===== config.mk =====
export PLATFORM = sky130hd
export DESIGN_NAME = dhlp_ram
export DESIGN_NICKNAME = d
export VERILOG_FILES = /design/src/hdl/division_hash_linear_probe_table_top_macros.svh /design/src/hdl/dhlp_ram.sv
export SDC_FILE = /design/constraint.sdc
export NUM_CORES = 1
export LEC_CHECK = 0
export ABC_AREA = 0
export ABC_CLOCK_PERIOD_IN_PS = 8750
export BUFFER_PORTS_ARGS = -buffer_cell sky130_fd_sc_hd__buf_2
export CORE_ASPECT_RATIO = 2
export CORE_MARGIN = 8
export CORE_UTILIZATION = 60
export DETAILED_ROUTE_END_ITERATION = 16
export HOLD_SLACK_MARGIN = 0.02
export MAX_ROUTING_LAYER = met4
export PLACE_DENSITY = 0.72
export SYNTH_ARGS = -nofsm -noshare
export SYNTH_HDL_FRONTEND = slang
export SYNTH_SLANG_ARGS = --single-unit

===== constraint.sdc =====
create_clock -name clk -period 8.75 [get_ports clk]
set_input_delay 1.3125 -clock clk [delete_from_list [all_inputs] [get_ports clk]]
set_output_delay 1.3125 -clock clk [all_outputs]
set_load 0.02 [all_outputs]

===== src/hdl/division_hash_linear_probe_table_top_macros.svh =====
// Assertion macros shared by the hash table modules.
`ifndef DIVISION_HASH_LINEAR_PROBE_TABLE_TOP_MACROS_SVH
`define DIVISION_HASH_LINEAR_PROBE_TABLE_TOP_MACROS_SVH

`ifndef NO_ASSERTIONS
`define DHLP_ASSERT_SAME(lbl, ante, cons) \
  lbl: assert property (@(posedge clk) disable iff (!rst_n) (ante) |-> (cons)) \
    else $error("assertion failed in same cycle");
`define DHLP_ASSERT_NEXT(lbl, ante, cons) \
  lbl: assert property (@(posedge clk) disable iff (!rst_n) (ante) |=> (cons)) \
    else $error("assertion failed in next cycle");
`else
`define DHLP_ASSERT_SAME(lbl, ante, cons)
`define DHLP_ASSERT_NEXT(lbl, ante, cons)
`endif

`endif


===== src/hdl/dhlp_ram.sv =====
// Simple dual-port synchronous RAM with registered read data.
module dhlp_ram #(
  parameter int WIDTH = 8,
  parameter int DEPTH = 128
) (
  input  logic                     clk,
  input  logic                     we,
  input  logic [$clog2(DEPTH)-1:0] waddr,
  input  logic [WIDTH-1:0]         wdata,
  input  logic                     re,
  input  logic [$clog2(DEPTH)-1:0] raddr,
  output logic [WIDTH-1:0]         rdata
);

  logic [WIDTH-1:0] mem [DEPTH];
  logic [WIDTH-1:0] rdata_r;

  always_ff @(posedge clk) begin
    if (we) begin
      mem[waddr] <= wdata;
    end
  end

  always_ff @(posedge clk) begin
    if (re) begin
      rdata_r <= mem[raddr];
    end
  end

  assign rdata = rdata_r;

endmodule


# Word level (Yosys, flattened, before mapping)
# Memory sizes are Yosys's and may differ from the RTL's. A register that Yosys moved wholly into a read port is not among the register bits.
# Index checks and enable logic that the tools add are counted.
[totals]
memories = 1
output_inout_bits = 8
register_bits = 0
ramBits = 1024
word_cells = 3
[memory_table]
columns = ["name", "words", "width", "rd", "rd_clocked_by_memory_dff", "write_ports", "line_no", "text"]
rows = [
  ["mem", 128, 8, 1, 1, 1, "dhlp_ram.sv:15", "logic [WIDTH-1:0] mem [DEPTH];"],
]
[classes]
muxes = 2
[op_table]
columns = ["operator", "n"]
rows = [
  ["1-bit 2-to-1 mux", 2],
]

# Logic depth before layout (Yosys ltp)
[depth]
ltp_word = 2
depth_mapped = 7

# Worst setup path before layout
# Ideal clock, no wire load.
[synth_timing]
kind = "input -> register"
start = "input port raddr[0]"
end = "register rdata_r[0], in the netlist rdata[0], read port of mem (data pin)"
slack_ns = 4.794
arrival_time_ns = 3.696
stages = 6
path_cell_list = "clkbuf_1 buf_1 mux4_2 mux4_2 mux4_2 mux2_2"
[synth_lines]
columns = ["item", "line_no", "text"]
rows = [
  ["from (decl)", "dhlp_ram.sv:11", "input logic [$clog2(DEPTH)-1:0] raddr,"],
  ["to (decl)", "dhlp_ram.sv:16", "logic [WIDTH-1:0] rdata_r;"],
]

==> results.txt <==
status = completed
CTS Root Buffer Type = clkbuf_16
kind of critical path = primary input to flop
Final WS setup = 4.42 ns
grt ovf = 0
Final Max Tran Viols = 0
CTS HTree Levels = 3
RR Startpoint = mem[26][6]
Post-Synth Simple-Gate Area = 1.75%
CTS Hold Bufs = 0
P_leak = 13.2 nW
RSZ-0062 raised after global routing = no
Ports = 33
Hold Crit Depth = 1
Max-cap violations = 0
initial antenna violation count = 3
worst reg2reg endpoint = rdata[6]
R2R depth = 4
Tmin final = 4.33 ns
Worst Path Required = 9.14 ns
register-to-register path setup slack = 6.16 ns
gpl congestion = 0.865
Synth Instances = 1635
fin nets = 1717
vias per cell = 6.58
Setup crit end kind = flop
Die Height = 380 um
post-DP HPWL = 56700 um
vias in the first global route = 18.3k
Die W = 198 um
commonest non-fill, non-tap cell in the layout = edfxtp_1
final hold vios = 0
Mapped Area = 39700 um2
Cell Pwr Density = 224 nW/um2
WL per Instance = 33.6 um
Detailed Route Iter0 Violations = 1487
final setup TNS = 0 ns
Clock Sinks = 1032
all-layer global routing usage = 24.8%
routed wl met2 = 49600 um
final setup vio count = 0
mean instance size in the synthesized netlist = 24.3 um2
VDD IR max = 195 uV
worst min-delay path endpoint = mem[30][6]
postcts setup bufs = 0
Crit path largest cell delay = 0.72 ns
# DRC = 0
PortBufs = 32
fin crit share = 49.4%
worst-skew pair later-pin latency = 0.64 ns
most frequent cells in the layout = edfxtp_1, mux4_2, nor2_1, clkbuf_16, buf_4
via count = 17.3k
pre-CTS setup slack = 3.69 ns
routed wire length = 88500 um
critical path cell sequence = buf_8, buf_4, mux4_2, mux4_2, mux4_2, mux2_2
Clock Skew = 0.0238 ns
met3 wire length = 4620 um
Top Metal Used = met4
xor/xnor share of the synthesized area = 0%
post-CTS resize count = 0
Worst-path clk slew = 0.07 ns
area of the core = 65700 um2
Hold WS = 1.07 ns
normalized max-slew margin = 12.1%
distinct cell type count after synthesis = 16
Synth warnings = 0
CP max-delay cell = buf_4
initial core utilization = 60.5%
actual slew at the worst max-slew pin = 1.31 ns
share of cells above drive strength 1 = 29.7%
largest family of logic cells by synthesized area = multiplexers
Max FO, Critical Path = 73
total die area = 75200 um2
antenna-violating nets left = 0
Arrival @ worst endpoint = 4.72 ns
CP most frequent cell = mux4_2
Setup crit start kind = primary input
Hold Crit Class = primary input to flop
syn_nets = 1660
drt pass-1 iters = 5
row count = 133
Clock Path Buffers = 3
CTS tree = yes
first-pass GRT wire length = 128000 um
mux cell area share after synthesis = 19.3%
complex-gate fraction of the synthesized area = 0%
M1 wire length = 29300 um
layout overhead on the synthesized area = 9.78%
CTS Buf Count = 82
synthesized flop and latch total = 1032
fillcell total = 4077
hold_sp = wdata[6]
Max Fclk = 0.231 GHz
post-synthesis sequential area ratio = 78.0%
adder-cell area share of the yosys netlist = 0%
largest net degree at the start of global routing = 109
==> Yosys cell counts, drive strengths merged <==
| cell type | count | share of area (%) |
|---|---|---|
| nand3 | 12 | 0.15 |
| mux4 | 336 | 19 |
| nand2b | 2 | 0.031 |
| mux2 | 8 | 0.23 |
| nor2b | 7 | 0.11 |
| nand4 | 3 | 0.047 |
| nor2 | 122 | 1.2 |
| nor3 | 9 | 0.11 |
| or3 | 1 | 0.016 |
| nand2 | 14 | 0.13 |
| buf | 45 | 0.59 |
| clkbuf | 44 | 0.42 |
| edfxtp | 1032 | 78 |
==> sequential cells by signal, summed over array words and instances, names as in the netlist <==
| register | flops |
|---|---|
| mem | 1024 |
| rdata | 8 |
==> stage by stage <==
stage,instance area (um2),instances,util [%],power [mW]
2_1_floorplan,39700,1635,-,5.86
3_3_place_gp,40900,2485,62.2,6.06
3_5_place_dp,40900,2485,62.2,6.07
4_1_cts,43600,2632,66.4,9.81
5_1_grt,43600,2635,66.4,9.98
6_report,43600,2636,66.4,9.75
==> cell type report <==
type	count	area, um2	share of cell area (%)
Clock inverter	48	507	1.16
Clock buffer	99	2220	5.09
Timing Repair Buffer	62	453	1.04
Sequential cell	1032	31000	71.0
Antenna cell	4	10.0	0.0229
Tap cell	877	1100	2.51
Multi-Input combinational cell	514	8350	19.1
==> metal layers <==
| metal | vias up | GRT usage, % |
|---|---|---|
| met2 | 677 | 43.4 |
| met3 | 177 | 3.46 |
| li1 | 7135 | - |
| met4 | 0 | 12.5 |
| met5 | - | - |
| met1 | 9357 | 27.2 |
==> worst max-delay path by stage <==
stage	slack, ns	cells after the start	end	from
2_1_floorplan	4.79	6	rdata[0]	raddr[0]
3_5_place_dp	3.69	6	rdata[6]	raddr[0]
4_1_cts	4.38	6	rdata[6]	raddr[0]
5_1_grt	4.25	6	rdata[6]	raddr[0]
3_3_place_gp	3.69	6	rdata[6]	raddr[0]
6_report	4.42	6	rdata[6]	raddr[0]
==> worst max-delay path: cells and delay by family <==
kind	cells	cell delay, ns
buf+inv	2	1.28
mux	4	1.97
==> power by group <==
part           total (mW)  internal (mW)  switching (mW)
clock network        3.80           2.14            1.66
registers            5.47           5.46         0.00754
logic               0.488          0.196           0.292
==> cell families after synthesis <==
family | count (synthesis)
DFF | 1032
muxes | 344
and+or+nand+nor | 170
buffers and inverters | 89
Power figures use the tool's default switching activity.
