File: config.mk
export PLATFORM = sky130hd
export DESIGN_NAME = dhlp_mod
export DESIGN_NICKNAME = d
export VERILOG_FILES = /design/src/hdl/dhlp_pkg.sv /design/src/hdl/dhlp_mod.sv
export VERILOG_INCLUDE_DIRS = /design/src /design/src/hdl
export SDC_FILE = /design/constraint.sdc
export NUM_CORES = 1
export LEC_CHECK = 0
export BUFFER_PORTS_ARGS = -buffer_cell sky130_fd_sc_hd__buf_4
export CAP_MARGIN = 10
export CORE_MARGIN = 2
export CORE_UTILIZATION = 25
export DETAILED_ROUTE_END_ITERATION = 10
export SYNTH_ARGS = -nofsm -noshare
export SYNTH_HDL_FRONTEND = slang
export SYNTH_SLANG_ARGS = --single-unit
File: constraint.sdc
create_clock -name clk -period 5.25 [get_ports clk]
set_input_delay 1.05 -clock clk [delete_from_list [all_inputs] [get_ports clk]]
set_output_delay 1.05 -clock clk [all_outputs]
set_load 0.02 [all_outputs]
File: src/hdl/division_hash_linear_probe_table_top_macros.svh
// Assertion macros shared by the hash table modules.
`ifndef DIVISION_HASH_LINEAR_PROBE_TABLE_TOP_MACROS_SVH
`define DIVISION_HASH_LINEAR_PROBE_TABLE_TOP_MACROS_SVH

`ifndef NO_ASSERTIONS
`define DHLP_ASSERT_SAME(lbl, ante, cons) \
  lbl: assert property (@(posedge clk) disable iff (!rst_n) (ante) |-> (cons)) \
    else $error("assertion failed in same cycle");
`define DHLP_ASSERT_NEXT(lbl, ante, cons) \
  lbl: assert property (@(posedge clk) disable iff (!rst_n) (ante) |=> (cons)) \
    else $error("assertion failed in next cycle");
`else
`define DHLP_ASSERT_SAME(lbl, ante, cons)
`define DHLP_ASSERT_NEXT(lbl, ante, cons)
`endif

`endif

File: src/hdl/dhlp_pkg.sv
// Shared widths and codes of the linear probing hash table.
package dhlp_pkg;

  localparam int KEY_W     = 21;
  localparam int PAY_W     = 16;
  localparam int STATUS_W  = 3;
  localparam int SLOT_W    = 7;
  localparam int MOD_W     = 8;
  localparam int COUNT_W   = 8;
  // Restoring-division steps retired per clock.
  localparam int DIV_STEP  = 3;

  localparam logic [MOD_W-1:0]   MODULUS_RESET = 8'd73;
  localparam logic [COUNT_W-1:0] COUNT_MAX     = 8'd255;

  localparam logic FUNC_INSERT = 1'b0;
  localparam logic FUNC_SEARCH = 1'b1;

  localparam logic [STATUS_W-1:0] ST_INSERTED  = 3'd0;
  localparam logic [STATUS_W-1:0] ST_FULL      = 3'd1;
  localparam logic [STATUS_W-1:0] ST_FOUND     = 3'd2;
  localparam logic [STATUS_W-1:0] ST_NOT_FOUND = 3'd3;
  localparam logic [STATUS_W-1:0] ST_EMPTY     = 3'd4;

endpackage

File: src/hdl/dhlp_mod.sv
// Multi-cycle restoring divider that yields key modulo table size.
`include "division_hash_linear_probe_table_top_macros.svh"

module dhlp_mod #(
  parameter int DW = 8
) (
  input  logic                       clk,
  input  logic                       rst_n,
  input  logic                       start,
  input  logic [dhlp_pkg::KEY_W-1:0] dividend,
  input  logic [DW-1:0]              divisor,
  output logic                       done,
  output logic [DW-1:0]              rem
);

  localparam int NCYC = (dhlp_pkg::KEY_W + dhlp_pkg::DIV_STEP - 1) / dhlp_pkg::DIV_STEP;
  localparam int PW   = NCYC * dhlp_pkg::DIV_STEP;
  localparam int CNTW = $clog2(NCYC + 1);

  logic [PW-1:0]   sh_r;
  logic [PW-1:0]   sh_nxt;
  logic [DW-1:0]   rem_r;
  logic [DW-1:0]   rem_nxt;
  logic [DW-1:0]   d_r;
  logic [CNTW-1:0] cnt_r;
  logic            done_r;

  // Each step shifts in one dividend bit and subtracts the divisor if it fits.
  always_comb begin
    logic [DW:0]   t;
    logic [DW-1:0] r;
    logic [PW-1:0] s;
    r = rem_r;
    s = sh_r;
    for (int i = 0; i < dhlp_pkg::DIV_STEP; i++) begin
      t = {r, s[PW-1]};
      s = {s[PW-2:0], 1'b0};
      if (t >= {1'b0, d_r}) begin
        t = t - {1'b0, d_r};
      end
      r = t[DW-1:0];
    end
    rem_nxt = r;
    sh_nxt  = s;
  end

  always_ff @(posedge clk) begin
    if (!rst_n) begin
      cnt_r  <= '0;
      done_r <= 1'b0;
    end else begin
      done_r <= 1'b0;
      if (start) begin
        cnt_r <= CNTW'(NCYC);
      end else if (cnt_r != '0) begin
        cnt_r <= cnt_r - CNTW'(1);
        if (cnt_r == CNTW'(1)) begin
          done_r <= 1'b1;
        end
      end
    end
  end

  always_ff @(posedge clk) begin
    if (start) begin
      sh_r  <= PW'(dividend);
      rem_r <= '0;
      d_r   <= divisor;
    end else if (cnt_r != '0) begin
      sh_r  <= sh_nxt;
      rem_r <= rem_nxt;
    end
  end

  assign done = done_r;
  assign rem  = rem_r;

  `DHLP_ASSERT_SAME(a_rem_below_divisor, done_r, rem_r < d_r)
  `DHLP_ASSERT_NEXT(a_start_loads_count, start, cnt_r == CNTW'(NCYC))
  `DHLP_ASSERT_NEXT(a_done_one_cycle, done_r, !done_r)

endmodule

* After elaboration in Yosys (flattened, before gate mapping)
Index checks and enable logic that the tools add are counted.
** Storage, ports and cells
- Flip-flop bits (word level) :: 41
- Input bits :: 32
- Word-level logic and storage cells :: 26
** Operators by class
- $add $sub $neg :: 4
- Magnitude comparators :: 3
- Eq/ne operators :: 1
- Multiplexer cells :: 8
- Bitwise gates (word level) :: 2
- Reduce and logical (&&, ||, !) cells :: 3
** Operator list (count)
- $mux 21 :: 2
- $ge 9x8->1 :: 3
- $mux 8 :: 3
- $sub 8x8->8 :: 3
- $mux 3 :: 2
- $eq 3x1->1 const B :: 1
- $reduce_bool 3->1 :: 1
- $reduce_or 3->1 :: 1
- $sub 3x1->3 const B :: 1
- $not 1->1 :: 2
- $reduce_bool 2->1 :: 1
- $mux 1 :: 1

* Logic depth before layout (Yosys ltp)
Gate-level depths: netlist (run 1).
- Depth after elaboration :: 6
- Mapped depth :: 25

* Least setup slack after synthesis (run 1)
No wires, ideal clock.
- Path kind :: register to register
- Start point :: register d_r[1]
- End point :: register rem_r[0], in the netlist rem[0]
- Arrival :: 5.376 ns
- Required time :: 5.162 ns
- Path slack :: -0.214 ns
- Cell stages (with the launch flop) :: 25
- Buffers on the path :: 1
- Clock period less this slack :: 5.464 ns
- Path through :: edfxtp_1 inv_1 ha_1 nand2b_1 a21oi_2 o221ai_2 nand2_2 mux2_2 ha_1 a21o_1 a21oi_1 o21ai_0 a21o_1 a211oi_4 mux2i_1 ha_1 nor2b_1 o31a_1 o31a_1 o21a_1 o21ai_0 and2_1 clkbuf_4 nand3_2 a311oi_2
** On the way
- Cells in the longest elaborated chain, start to end :: 6
** Ends and longest elaborated chain
- start: declaration :: RTL line dhlp_mod.sv:24 : logic [DW-1:0] d_r;
- start signal: assignment :: RTL line dhlp_mod.sv:68 : d_r <= divisor;
- $sub 8x8->8 / $ge 9x8->1 (equally long branches) :: RTL line dhlp_mod.sv:39, dhlp_mod.sv:38
- $mux 8 :: RTL line dhlp_mod.sv:38 : if (t >= {1'b0, d_r}) begin
- $sub 8x8->8 / $ge 9x8->1 (equally long branches) :: RTL line dhlp_mod.sv:39, dhlp_mod.sv:38
- $mux 8 :: RTL line dhlp_mod.sv:38
- $ge 9x8->1 (*) :: RTL line dhlp_mod.sv:38
- $mux 8 (*) :: RTL line dhlp_mod.sv:38
- end signal: assignment :: RTL line dhlp_mod.sv:71 : rem_r <= rem_nxt;
- end: declaration :: RTL line dhlp_mod.sv:22 : logic [DW-1:0] rem_r;
Every way passes the cells marked *; elsewhere a longest branch is shown, timed or not.
A chain may end at the register's enable or synchronous reset.

* Worst setup path in the final report (run 1)
Ends and elaborated chain as after synthesis.

==> flow_results.xml, run 1 <==
<?xml version="1.0" encoding="UTF-8"?>
<metrics>
  <group name="finish">
    <metric name="final_cell_mix" unit="">94 x sky130_fd_sc_hd__buf_4, 29 x sky130_fd_sc_hd__edfxtp_1, 27 x sky130_fd_sc_hd__mux2_2</metric>
    <metric name="post_route_cells_drive_above_1_share" unit="">0.4906</metric>
    <metric name="layout-area-overhead-vs-synth" unit="%">40.12</metric>
    <metric name="diodes" unit="">0</metric>
    <metric name="filler_cell_count" unit="">1179</metric>
    <metric name="layout_commonest_cell" unit="">sky130_fd_sc_hd__buf_4</metric>
    <metric name="nets_finish" unit="">432</metric>
  </group>
  <group name="die">
    <metric name="core.rowCount" unit="">40</metric>
    <metric name="initial_core_util" unit="">0.2532</metric>
    <metric name="floorplan.die_area" unit="µm²">12960</metric>
    <metric name="core_area" unit="µm²">11910</metric>
    <metric name="chipWidth" unit="µm">113.8</metric>
    <metric name="floorplan.io_pins" unit="">41</metric>
    <metric name="die_h" unit="µm">113.8</metric>
  </group>
  <group name="synth">
    <metric name="post_syn_area" unit="µm²">3015</metric>
    <metric name="synth-async-reset-ratio" unit="">0</metric>
    <metric name="yosysUniqueCellTypes" unit="">52</metric>
    <metric name="postSynthRegisterBits" unit="">41</metric>
    <metric name="netlist_instances" unit="">274</metric>
    <metric name="count_of_flip_flops_with_a_built_in_enable_after_synthesis" unit="">29</metric>
    <metric name="synth-main-ff-cell" unit="">sky130_fd_sc_hd__edfxtp_1</metric>
    <metric name="synth_warnings" unit="">0</metric>
    <metric name="post_synth.cell_area_avg" unit="µm²">11.01</metric>
    <metric name="yosysSeqAreaShare" unit="">0.3685</metric>
    <metric name="synth_fp_nets" unit="">336</metric>
  </group>
  <group name="run">
    <metric name="max_cap_viols" unit="">0</metric>
  </group>
  <group name="detailed_routing">
    <metric name="number_of_drc_violations_after_detailed_routing" unit="">0</metric>
    <metric name="vias" unit="">2471</metric>
    <metric name="routed_antenna_nets" unit="">0</metric>
    <metric name="drt-total-wl" unit="µm">8214</metric>
    <metric name="number_of_optimization_iterations_in_the_first_detailed_route_pass" unit="">4</metric>
    <metric name="drt-wirelength-per-cell" unit="µm">15.86</metric>
    <metric name="drt-vias-per-instance" unit="">4.770</metric>
    <metric name="dr_iter_0_viols" unit="">141</metric>
  </group>
  <group name="worst_setup_path">
    <metric name="worst-endpoint-required" unit="ns">5.45</metric>
    <metric name="worst_setup_path_end_kind" unit="">register</metric>
    <metric name="critical_path_class" unit="">register to register</metric>
    <metric name="start_kind" unit="">register</metric>
    <metric name="critPathMaxFanout" unit="">7</metric>
    <metric name="rr_worst_depth" unit="">24</metric>
    <metric name="worstPathArrival" unit="ns">5.44</metric>
  </group>
  <group name="sta">
    <metric name="whs" unit="ns">0.5492</metric>
    <metric name="setup_viol" unit="">0</metric>
    <metric name="period_minus_slack" unit="ns">5.247</metric>
    <metric name="max-slew-margin-rel" unit="">0.3488</metric>
    <metric name="worstMarginPinSlew" unit="ns">0.9768</metric>
    <metric name="final_report_hold_violation_count" unit="">0</metric>
    <metric name="timing.final.ws_setup" unit="ns">0.003092</metric>
    <metric name="setup_repair_after_global_routing_missed_its_margin" unit="">yes</metric>
    <metric name="fin_crit_sh" unit="">0.9994</metric>
    <metric name="max_clock_freq" unit="GHz">0.1906</metric>
    <metric name="slew_violations" unit="">0</metric>
    <metric name="finClkSkew" unit="ns">0.004850</metric>
  </group>
  <group name="cts">
    <metric name="cts_num_sinks" unit="">41</metric>
    <metric name="clk_transition_reported_paths" unit="ns">0.06</metric>
    <metric name="clockRootBuffer" unit="">sky130_fd_sc_hd__clkbuf_16</metric>
    <metric name="insertion_delay" unit="ns">0.28</metric>
    <metric name="clk_path_buf_depth" unit="">2</metric>
    <metric name="cts_buffers" unit="">5</metric>
    <metric name="cts-htree-levels" unit="">2</metric>
    <metric name="cts_tree" unit="">built</metric>
    <metric name="count_of_hold_buffers_inserted_by_post_cts_repair" unit="">0</metric>
  </group>
  <group name="placed_design">
    <metric name="dp_slack" unit="ns">-0.07887</metric>
    <metric name="place.port_buffers" unit="">40</metric>
    <metric name="hpwl" unit="µm">6207</metric>
    <metric name="gp_routability_congestion" unit="">0.8995</metric>
  </group>
  <group name="hold_path">
    <metric name="worstHoldPathCells" unit="">1</metric>
    <metric name="hp-class" unit="">register to register</metric>
  </group>
  <group name="global_routing">
    <metric name="first_pass_grt_wire_length" unit="µm">12810</metric>
    <metric name="antenna_found_initial" unit="">0</metric>
    <metric name="grt_max_degree" unit="">46</metric>
    <metric name="first_global_vias" unit="">2529</metric>
    <metric name="gr-total-overflow" unit="">0</metric>
    <metric name="global_route_usage_over_all_layers" unit="">0.1248</metric>
  </group>
  <group name="power">
    <metric name="power.total" unit="mW">3.426</metric>
    <metric name="p_leak" unit="nW">1.845</metric>
    <metric name="irDropWorstVdd" unit="µV">281.3</metric>
    <metric name="power_density" unit="nW/µm²">810.8</metric>
  </group>
  <group name="outcome">
    <metric name="run_status" unit="">finished clean</metric>
  </group>
</metrics>
-- power by group --
group / internal, mW / total (mW) / switching [mW]
Combinational: 1.34 / 2.61 / 1.27
Sequential: 0.417 / 0.457 / 0.0403
Clock: 0.226 / 0.355 / 0.129
-- routing by layer --
layer / wire [µm] / track usage / part of all wire
met2: 4039 / 0.2104 / 0.49
met4: 165 / 0.04797 / 0.020
met3: 406 / 0.03082 / 0.049
met5: 0 / 0 / 0
met1: 3602 / 0.1540 / 0.44
-- synth_stat cells (all sizes together) (2+ instances only) --
| cell | count | area (µm²) |
|---|---|---|
| fa | 3 | 60.06 |
| o21a | 7 | 52.55 |
| dfxtp | 12 | 240.2 |
| mux2 | 29 | 330.3 |
| o21bai | 2 | 15.01 |
| nand3b | 6 | 45.04 |
| a21oi | 13 | 72.57 |
| nand3 | 7 | 50.05 |
| clkbuf | 5 | 22.52 |
| xor2 | 5 | 43.79 |
| nor2b | 5 | 31.28 |
| a21o | 12 | 90.09 |
| nor2 | 16 | 60.06 |
| and2 | 7 | 43.79 |
| o31a | 2 | 17.52 |
| inv | 20 | 75.07 |
| o311ai | 2 | 35.04 |
| nand2 | 9 | 36.29 |
| ha | 27 | 337.8 |
| buf | 3 | 18.77 |
| o211ai | 2 | 15.01 |
| o221ai | 2 | 23.77 |
| xnor2 | 6 | 52.55 |
| o21ai | 7 | 35.03 |
| a211oi | 7 | 80.08 |
| mux2i | 5 | 50.05 |
| nand2b | 4 | 25.02 |
| nand4 | 6 | 37.54 |
| a311oi | 3 | 45.04 |
| edfxtp | 29 | 870.8 |
-- metrics by stage --
step | cells | utilization | setup TNS, ns | area [µm²]
2_1_floorplan | 274 | - | 0 | 3060
6_report | 518 | 0.3547 | 0 | 4225
3_5_place_dp | 500 | 0.3232 | -0.3433 | 3850
4_1_cts | 508 | 0.3380 | 0 | 4026
5_1_grt | 518 | 0.3547 | -1.559 | 4225
3_3_place_gp | 500 | 0.3232 | -0.07709 | 3850
-- registers in the layout, indices dropped and copies added, names as in the netlist --
name	count
cnt_r	3
d_r	8
done	1
rem	8
sh_r	21
-- repair_timing --
| action | CTS | global route |
|---|---|---|
| gates resized for setup | 3 | 30 |
| setup buffers | 0 | 10 |
| setup endpoints to repair | 7 | 8 |
| cloned | 0 | 0 |
| pin swaps | 2 | 13 |
-- critical path, cell delays in order, from the launching register on --
cell	delay [ns]
sky130_fd_sc_hd__edfxtp_1	0.41
sky130_fd_sc_hd__inv_2	0.09
sky130_fd_sc_hd__ha_1	0.24
sky130_fd_sc_hd__nand2b_1	0.13
sky130_fd_sc_hd__a21oi_2	0.09
sky130_fd_sc_hd__o221ai_2	0.27
sky130_fd_sc_hd__nand2_4	0.12
sky130_fd_sc_hd__mux2_4	0.32
sky130_fd_sc_hd__ha_1	0.29
sky130_fd_sc_hd__a21o_1	0.20
sky130_fd_sc_hd__a21oi_2	0.14
sky130_fd_sc_hd__o21ai_1	0.09
sky130_fd_sc_hd__a21o_1	0.21
sky130_fd_sc_hd__a211oi_4	0.37
sky130_fd_sc_hd__mux2i_2	0.29
sky130_fd_sc_hd__ha_1	0.28
sky130_fd_sc_hd__nor2b_4	0.13
sky130_fd_sc_hd__o31a_1	0.26
sky130_fd_sc_hd__o31a_1	0.27
sky130_fd_sc_hd__o21a_1	0.20
sky130_fd_sc_hd__o21ai_2	0.14
sky130_fd_sc_hd__and2_4	0.18
sky130_fd_sc_hd__buf_6	0.11
sky130_fd_sc_hd__nand3_2	0.08
sky130_fd_sc_hd__a311oi_2	0.24
-- final timing paths --
kind	startpoint	endpoint	slack (ns)
worst max-delay path	d_r[1]	rem[0]	0.003
worst min-delay path	sh_r[14]	sh_r[17]	0.55
worst max register to register	d_r[1]	rem[0]	0.003
worst min register to register	sh_r[14]	sh_r[17]	0.55
-- layout make-up --
class,count,area [µm²],share of cell area
timing repair buffer,97,739.5,0.1750
sequential,41,1117,0.2644
clock buffer,6,128.9,0.03050
multi-input combinational,205,1942,0.4596
inverter,20,75.07,0.01777
clock inverter,2,38.79,0.009180
tap,147,183.9,0.04353
-- kinds of logic after synthesis --
| kind of cell | after synthesis | synth area share |
|---|---|---|
| fa+ha+maj | 30 | 0.1319 |
| xor+xnor | 11 | 0.03195 |
| mux | 34 | 0.1261 |
| flops | 41 | 0.3685 |
| buf+inv | 28 | 0.03859 |
| simple gates | 64 | 0.1212 |
| compound gates | 66 | 0.1817 |
(Power assumes the default switching activity.)
==> inputs of run 2 (changes only) <==
--- a/config.mk
+++ b/config.mk
@@ -6,7 +6,7 @@
 export SDC_FILE = /design/constraint.sdc
 export NUM_CORES = 1
 export LEC_CHECK = 0
-export BUFFER_PORTS_ARGS = -buffer_cell sky130_fd_sc_hd__buf_4
+export BUFFER_PORTS_ARGS = -buffer_cell sky130_fd_sc_hd__buf_2
 export CAP_MARGIN = 10
 export CORE_MARGIN = 2
 export CORE_UTILIZATION = 25
==> flow_results.xml, run 2 (synthesis results as in run 1) <==
<?xml version="1.0" encoding="UTF-8"?>
<metrics>
  <group name="outcome">
    <metric name="run_status" unit="">finished clean</metric>
  </group>
  <group name="detailed_routing">
    <metric name="vias" unit="">2539</metric>
    <metric name="number_of_optimization_iterations_in_the_first_detailed_route_pass" unit="">4</metric>
    <metric name="dr_iter_0_viols" unit="">126</metric>
    <metric name="drt-vias-per-instance" unit="">4.782</metric>
    <metric name="routed_antenna_nets" unit="">0</metric>
    <metric name="number_of_drc_violations_after_detailed_routing" unit="">0</metric>
    <metric name="drt-total-wl" unit="µm">8185</metric>
    <metric name="drt-wirelength-per-cell" unit="µm">15.41</metric>
  </group>
  <group name="cts">
    <metric name="cts_buffers" unit="">5</metric>
    <metric name="clockRootBuffer" unit="">sky130_fd_sc_hd__clkbuf_16</metric>
    <metric name="cts-htree-levels" unit="">2</metric>
    <metric name="cts_tree" unit="">built</metric>
    <metric name="clk_transition_reported_paths" unit="ns">0.07</metric>
    <metric name="clk_path_buf_depth" unit="">2</metric>
    <metric name="insertion_delay" unit="ns">0.29</metric>
    <metric name="count_of_hold_buffers_inserted_by_post_cts_repair" unit="">0</metric>
    <metric name="cts_num_sinks" unit="">41</metric>
  </group>
  <group name="global_routing">
    <metric name="grt_max_degree" unit="">46</metric>
    <metric name="first_global_vias" unit="">2540</metric>
    <metric name="antenna_found_initial" unit="">0</metric>
    <metric name="global_route_usage_over_all_layers" unit="">0.1242</metric>
    <metric name="first_pass_grt_wire_length" unit="µm">12690</metric>
    <metric name="gr-total-overflow" unit="">0</metric>
  </group>
  <group name="sta">
    <metric name="final.setup.tns" unit="ns">0</metric>
    <metric name="setup_viol" unit="">0</metric>
    <metric name="max-slew-margin-rel" unit="">0.3555</metric>
    <metric name="period_minus_slack" unit="ns">5.203</metric>
    <metric name="final_report_hold_violation_count" unit="">0</metric>
    <metric name="slew_violations" unit="">0</metric>
    <metric name="max_clock_freq" unit="GHz">0.1922</metric>
    <metric name="worstMarginPinSlew" unit="ns">0.9667</metric>
    <metric name="finClkSkew" unit="ns">0.005208</metric>
    <metric name="fin_crit_sh" unit="">0.9911</metric>
    <metric name="setup_repair_after_global_routing_missed_its_margin" unit="">yes</metric>
  </group>
  <group name="worst_setup_path">
    <metric name="critPathMaxFanout" unit="">6</metric>
    <metric name="worst-endpoint-required" unit="ns">5.45</metric>
    <metric name="critPathSlowestCell" unit="">sky130_fd_sc_hd__edfxtp_1</metric>
    <metric name="cp_slowest_stage_delay" unit="ns">0.39</metric>
    <metric name="critical-path-top-delay-family" unit="">compound AO/OA/AOI/OAI gates</metric>
    <metric name="critPathBufInv" unit="">3</metric>
    <metric name="critical_path_class" unit="">register to register</metric>
    <metric name="worst_setup_path_end_kind" unit="">register</metric>
    <metric name="start_kind" unit="">register</metric>
    <metric name="worstPathArrival" unit="ns">5.41</metric>
  </group>
  <group name="finish">
    <metric name="layout-area-overhead-vs-synth" unit="%">44.56</metric>
    <metric name="post_route_cells_drive_above_1_share" unit="">0.5391</metric>
    <metric name="largest-register" unit="">sh_r</metric>
    <metric name="final-seq-area" unit="µm²">1117</metric>
    <metric name="finish.instance_area" unit="µm²">4359</metric>
    <metric name="multiInputGateArea" unit="µm²">2044</metric>
    <metric name="largest_register_ff_count" unit="">21</metric>
    <metric name="filler_cell_count" unit="">1163</metric>
    <metric name="final_cell_mix" unit="">65 x sky130_fd_sc_hd__buf_4, 40 x sky130_fd_sc_hd__buf_2, 29 x sky130_fd_sc_hd__edfxtp_1</metric>
    <metric name="nets_finish" unit="">445</metric>
    <metric name="diodes" unit="">0</metric>
    <metric name="layout_commonest_cell" unit="">sky130_fd_sc_hd__buf_4</metric>
  </group>
  <group name="placed_design">
    <metric name="hpwl" unit="µm">6237</metric>
    <metric name="place.port_buffers" unit="">40</metric>
    <metric name="dpl-instance-area" unit="µm²">3817</metric>
    <metric name="gp_routability_congestion" unit="">0.9100</metric>
  </group>
  <group name="die">
    <metric name="initial_core_util" unit="">0.2532</metric>
    <metric name="die_h" unit="µm">113.8</metric>
    <metric name="floorplan.die_area" unit="µm²">12960</metric>
    <metric name="core.rowCount" unit="">40</metric>
    <metric name="chipWidth" unit="µm">113.8</metric>
    <metric name="core_area" unit="µm²">11910</metric>
    <metric name="floorplan.io_pins" unit="">41</metric>
  </group>
  <group name="run">
    <metric name="max_cap_viols" unit="">0</metric>
  </group>
  <group name="hold_path">
    <metric name="hp-class" unit="">register to register</metric>
  </group>
</metrics>
[run 2: final timing paths]
check / end / slack [ns] / depth (start not counted) / start
worst max-delay path: rem[6] / 0.05 / 25 / sh_r[20]
worst min register to register: sh_r[9] / 0.55 / 1 / sh_r[6]
worst max register to register: rem[6] / 0.05 / 25 / sh_r[20]
worst min-delay path: sh_r[9] / 0.55 / 1 / sh_r[6]
[run 2: layer usage]
layer	up-vias	global-route usage	wire, µm
met5	-	0	0
met4	0	0.03252	109
met3	11	0.03135	460
met2	75	0.2136	4003
met1	1209	0.1559	3611
li1	1244	-	-
[run 2: final cells by class]
class / count / area share
inverters: 20 / 0.01722
clock buffers: 5 / 0.02870
flip-flops and latches: 41 / 0.2563
clock inverters: 3 / 0.01579
multi-input cells: 205 / 0.4690
well taps: 147 / 0.04219
repair buffers: 110 / 0.1708
[run 2: timing repair]
action                                  4_1_cts  5_1_grt
endpoints found under the setup margin        7        8
gates resized for setup                       9       38
pin swaps                                     3       10
cloned                                        0        0
buffers inserted                              3       11
hold endpoints to repair                      0        0
[run 2: stage by stage]
| stage | setup slack, ns | std cells | hold slack (ns) | utilization |
|---|---|---|---|---|
| 5_1_grt | -0.1561 | 531 | 0.5661 | 0.3660 |
| 6_report | 0.04695 | 531 | 0.5474 | 0.3660 |
| 2_1_floorplan | 0.03721 | 274 | 0.5248 | - |
| 4_1_cts | 0.007113 | 520 | 0.5521 | 0.3409 |
| 3_5_place_dp | -0.1387 | 509 | 0.5360 | 0.3205 |
| 3_3_place_gp | -0.01988 | 509 | 0.5324 | 0.3205 |
Power of run 2 is left out: the tool's default activity adds up to more than one toggle a clock period on the data nets, which glitch-free logic cannot reach.
==> inputs of run 3 (changes only) <==
==> constraint.sdc (replaced) <==
create_clock -name clk -period 5.35 [get_ports clk]
set_input_delay 1.07 -clock clk [delete_from_list [all_inputs] [get_ports clk]]
set_output_delay 1.07 -clock clk [all_outputs]
set_load 0.02 [all_outputs]
==> flow_results.xml, run 3 (synthesis results as in run 1) <==
<?xml version="1.0" encoding="UTF-8"?>
<metrics>
  <group name="outcome">
    <metric name="run_status" unit="">finished clean</metric>
  </group>
  <group name="detailed_routing">
    <metric name="vias" unit="">2551</metric>
    <metric name="drt-total-wl" unit="µm">8103</metric>
    <metric name="number_of_drc_violations_after_detailed_routing" unit="">0</metric>
    <metric name="drt-vias-per-instance" unit="">4.777</metric>
    <metric name="drt-wirelength-per-cell" unit="µm">15.17</metric>
    <metric name="routed_antenna_nets" unit="">0</metric>
    <metric name="number_of_optimization_iterations_in_the_first_detailed_route_pass" unit="">4</metric>
    <metric name="dr_iter_0_viols" unit="">119</metric>
  </group>
  <group name="finish">
    <metric name="filler_cell_count" unit="">1170</metric>
    <metric name="nets_finish" unit="">448</metric>
    <metric name="diodes" unit="">0</metric>
    <metric name="largest-register" unit="">sh_r</metric>
    <metric name="post_route_cells_drive_above_1_share" unit="">0.5090</metric>
    <metric name="fin_util" unit="">0.3582</metric>
    <metric name="largest_register_ff_count" unit="">21</metric>
    <metric name="final_cell_mix" unit="">70 x sky130_fd_sc_hd__buf_4, 40 x sky130_fd_sc_hd__buf_2, 29 x sky130_fd_sc_hd__edfxtp_1</metric>
    <metric name="layout_commonest_cell" unit="">sky130_fd_sc_hd__buf_4</metric>
    <metric name="finish.instance_area" unit="µm²">4267</metric>
    <metric name="layout-area-overhead-vs-synth" unit="%">41.49</metric>
  </group>
  <group name="cts">
    <metric name="cts-htree-levels" unit="">2</metric>
    <metric name="insertion_delay" unit="ns">0.29</metric>
    <metric name="cts_buffers" unit="">5</metric>
    <metric name="clockRootBuffer" unit="">sky130_fd_sc_hd__clkbuf_16</metric>
    <metric name="clk_transition_reported_paths" unit="ns">0.06</metric>
    <metric name="cts_num_sinks" unit="">41</metric>
    <metric name="cts_tree" unit="">built</metric>
    <metric name="clk_path_buf_depth" unit="">2</metric>
  </group>
  <group name="placed_design">
    <metric name="place.port_buffers" unit="">40</metric>
    <metric name="dpl-instance-area" unit="µm²">3830</metric>
    <metric name="gp_routability_congestion" unit="">0.9225</metric>
    <metric name="dp_slack" unit="ns">-0.1193</metric>
    <metric name="hpwl" unit="µm">6341</metric>
  </group>
  <group name="sta">
    <metric name="finClkSkew" unit="ns">0.004799</metric>
    <metric name="max-slew-margin-rel" unit="">0.3606</metric>
    <metric name="final_report_hold_violation_count" unit="">0</metric>
    <metric name="worstMarginPinSlew" unit="ns">0.9591</metric>
    <metric name="max_clock_freq" unit="GHz">0.1890</metric>
    <metric name="setup_repair_after_global_routing_missed_its_margin" unit="">yes</metric>
    <metric name="period_minus_slack" unit="ns">5.291</metric>
    <metric name="timing.final.ws_setup" unit="ns">0.05871</metric>
    <metric name="slew_violations" unit="">0</metric>
    <metric name="setup_viol" unit="">0</metric>
    <metric name="fin_crit_sh" unit="">0.9890</metric>
  </group>
  <group name="global_routing">
    <metric name="antenna_found_initial" unit="">0</metric>
    <metric name="global_route_usage_over_all_layers" unit="">0.1281</metric>
    <metric name="first_global_vias" unit="">2532</metric>
    <metric name="first_pass_grt_wire_length" unit="µm">12970</metric>
    <metric name="gr-total-overflow" unit="">0</metric>
    <metric name="grt_max_degree" unit="">46</metric>
  </group>
  <group name="die">
    <metric name="initial_core_util" unit="">0.2532</metric>
    <metric name="core_area" unit="µm²">11910</metric>
    <metric name="core.rowCount" unit="">40</metric>
    <metric name="floorplan.die_area" unit="µm²">12960</metric>
    <metric name="die_h" unit="µm">113.8</metric>
    <metric name="floorplan.io_pins" unit="">41</metric>
    <metric name="chipWidth" unit="µm">113.8</metric>
  </group>
  <group name="worst_setup_path">
    <metric name="worst_setup_path_end_kind" unit="">register</metric>
    <metric name="critPathMaxFanout" unit="">5</metric>
    <metric name="critical_path_class" unit="">register to register</metric>
    <metric name="cp_slowest_stage_delay" unit="ns">0.38</metric>
    <metric name="critPathBufInv" unit="">4</metric>
    <metric name="critPathSlowestCell" unit="">sky130_fd_sc_hd__edfxtp_1</metric>
    <metric name="start_kind" unit="">register</metric>
    <metric name="worstPathArrival" unit="ns">5.48</metric>
    <metric name="worst-endpoint-required" unit="ns">5.54</metric>
    <metric name="critical-path-top-delay-family" unit="">compound AO/OA/AOI/OAI gates</metric>
  </group>
  <group name="hold_path">
    <metric name="hp-class" unit="">register to register</metric>
  </group>
  <group name="run">
    <metric name="max_cap_viols" unit="">0</metric>
  </group>
</metrics>
-- run 3: final timing paths --
check | startpoint | to | slack [ns] | depth (start not counted)
hold / removal | sh_r[11] | sh_r[14] | 0.55 | 1
setup / recovery | sh_r[20] | rem[0] | 0.06 | 26
hold reg to reg | sh_r[11] | sh_r[14] | 0.55 | 1
setup reg to reg | sh_r[20] | rem[0] | 0.06 | 26
-- run 3: timing repair --
| action | 4_1_cts | 5_1_grt |
|---|---|---|
| gates resized for setup | 2 | 32 |
| cloned | 0 | 1 |
| pin swaps | 1 | 15 |
| endpoints found under the setup margin | 7 | 8 |
| buffers inserted | 0 | 12 |
| hold buffers | 0 | 0 |
-- run 3: worst register-to-register path: cells and delay by family (launching register included) --
kind,cells,cell delay (ns)
buffers and inverters,4,0.45
AOI/OAI and AO/OA,12,2.43
and+or+nand+nor,3,0.35
muxes,2,0.49
DFF,1,0.38
adders and majority gates,4,1.01
xor gates and xnor gates,1,0.08
-- run 3: layout make-up --
type                    instances  area [µm²]  area share
well taps                     147       183.9     0.04311
multi-input cells             205        1942      0.4551
inverters                      20       75.07     0.01760
flip-flops and latches         41        1116      0.2616
clock buffers                   6       128.9     0.03021
repair buffers                113       782.0      0.1833
clock inverters                 2       38.79    0.009091
-- run 3: metrics by stage --
stage	hold WS, ns	TNS, ns	instances
6_report	0.5500	0	534
5_1_grt	0.5657	-0.9299	534
4_1_cts	0.5516	0	521
3_5_place_dp	0.5371	-0.5252	513
3_3_place_gp	0.5307	0	513
2_1_floorplan	0.5248	0	274
-- run 3: per-layer routing --
| layer | track usage | wire, µm |
|---|---|---|
| met1 | 0.1607 | 3589 |
| met2 | 0.2216 | 4003 |
| met3 | 0.02444 | 376 |
| met4 | 0.04309 | 134 |
| met5 | 0 | 0 |
Power of run 3 is left out for the same reason.
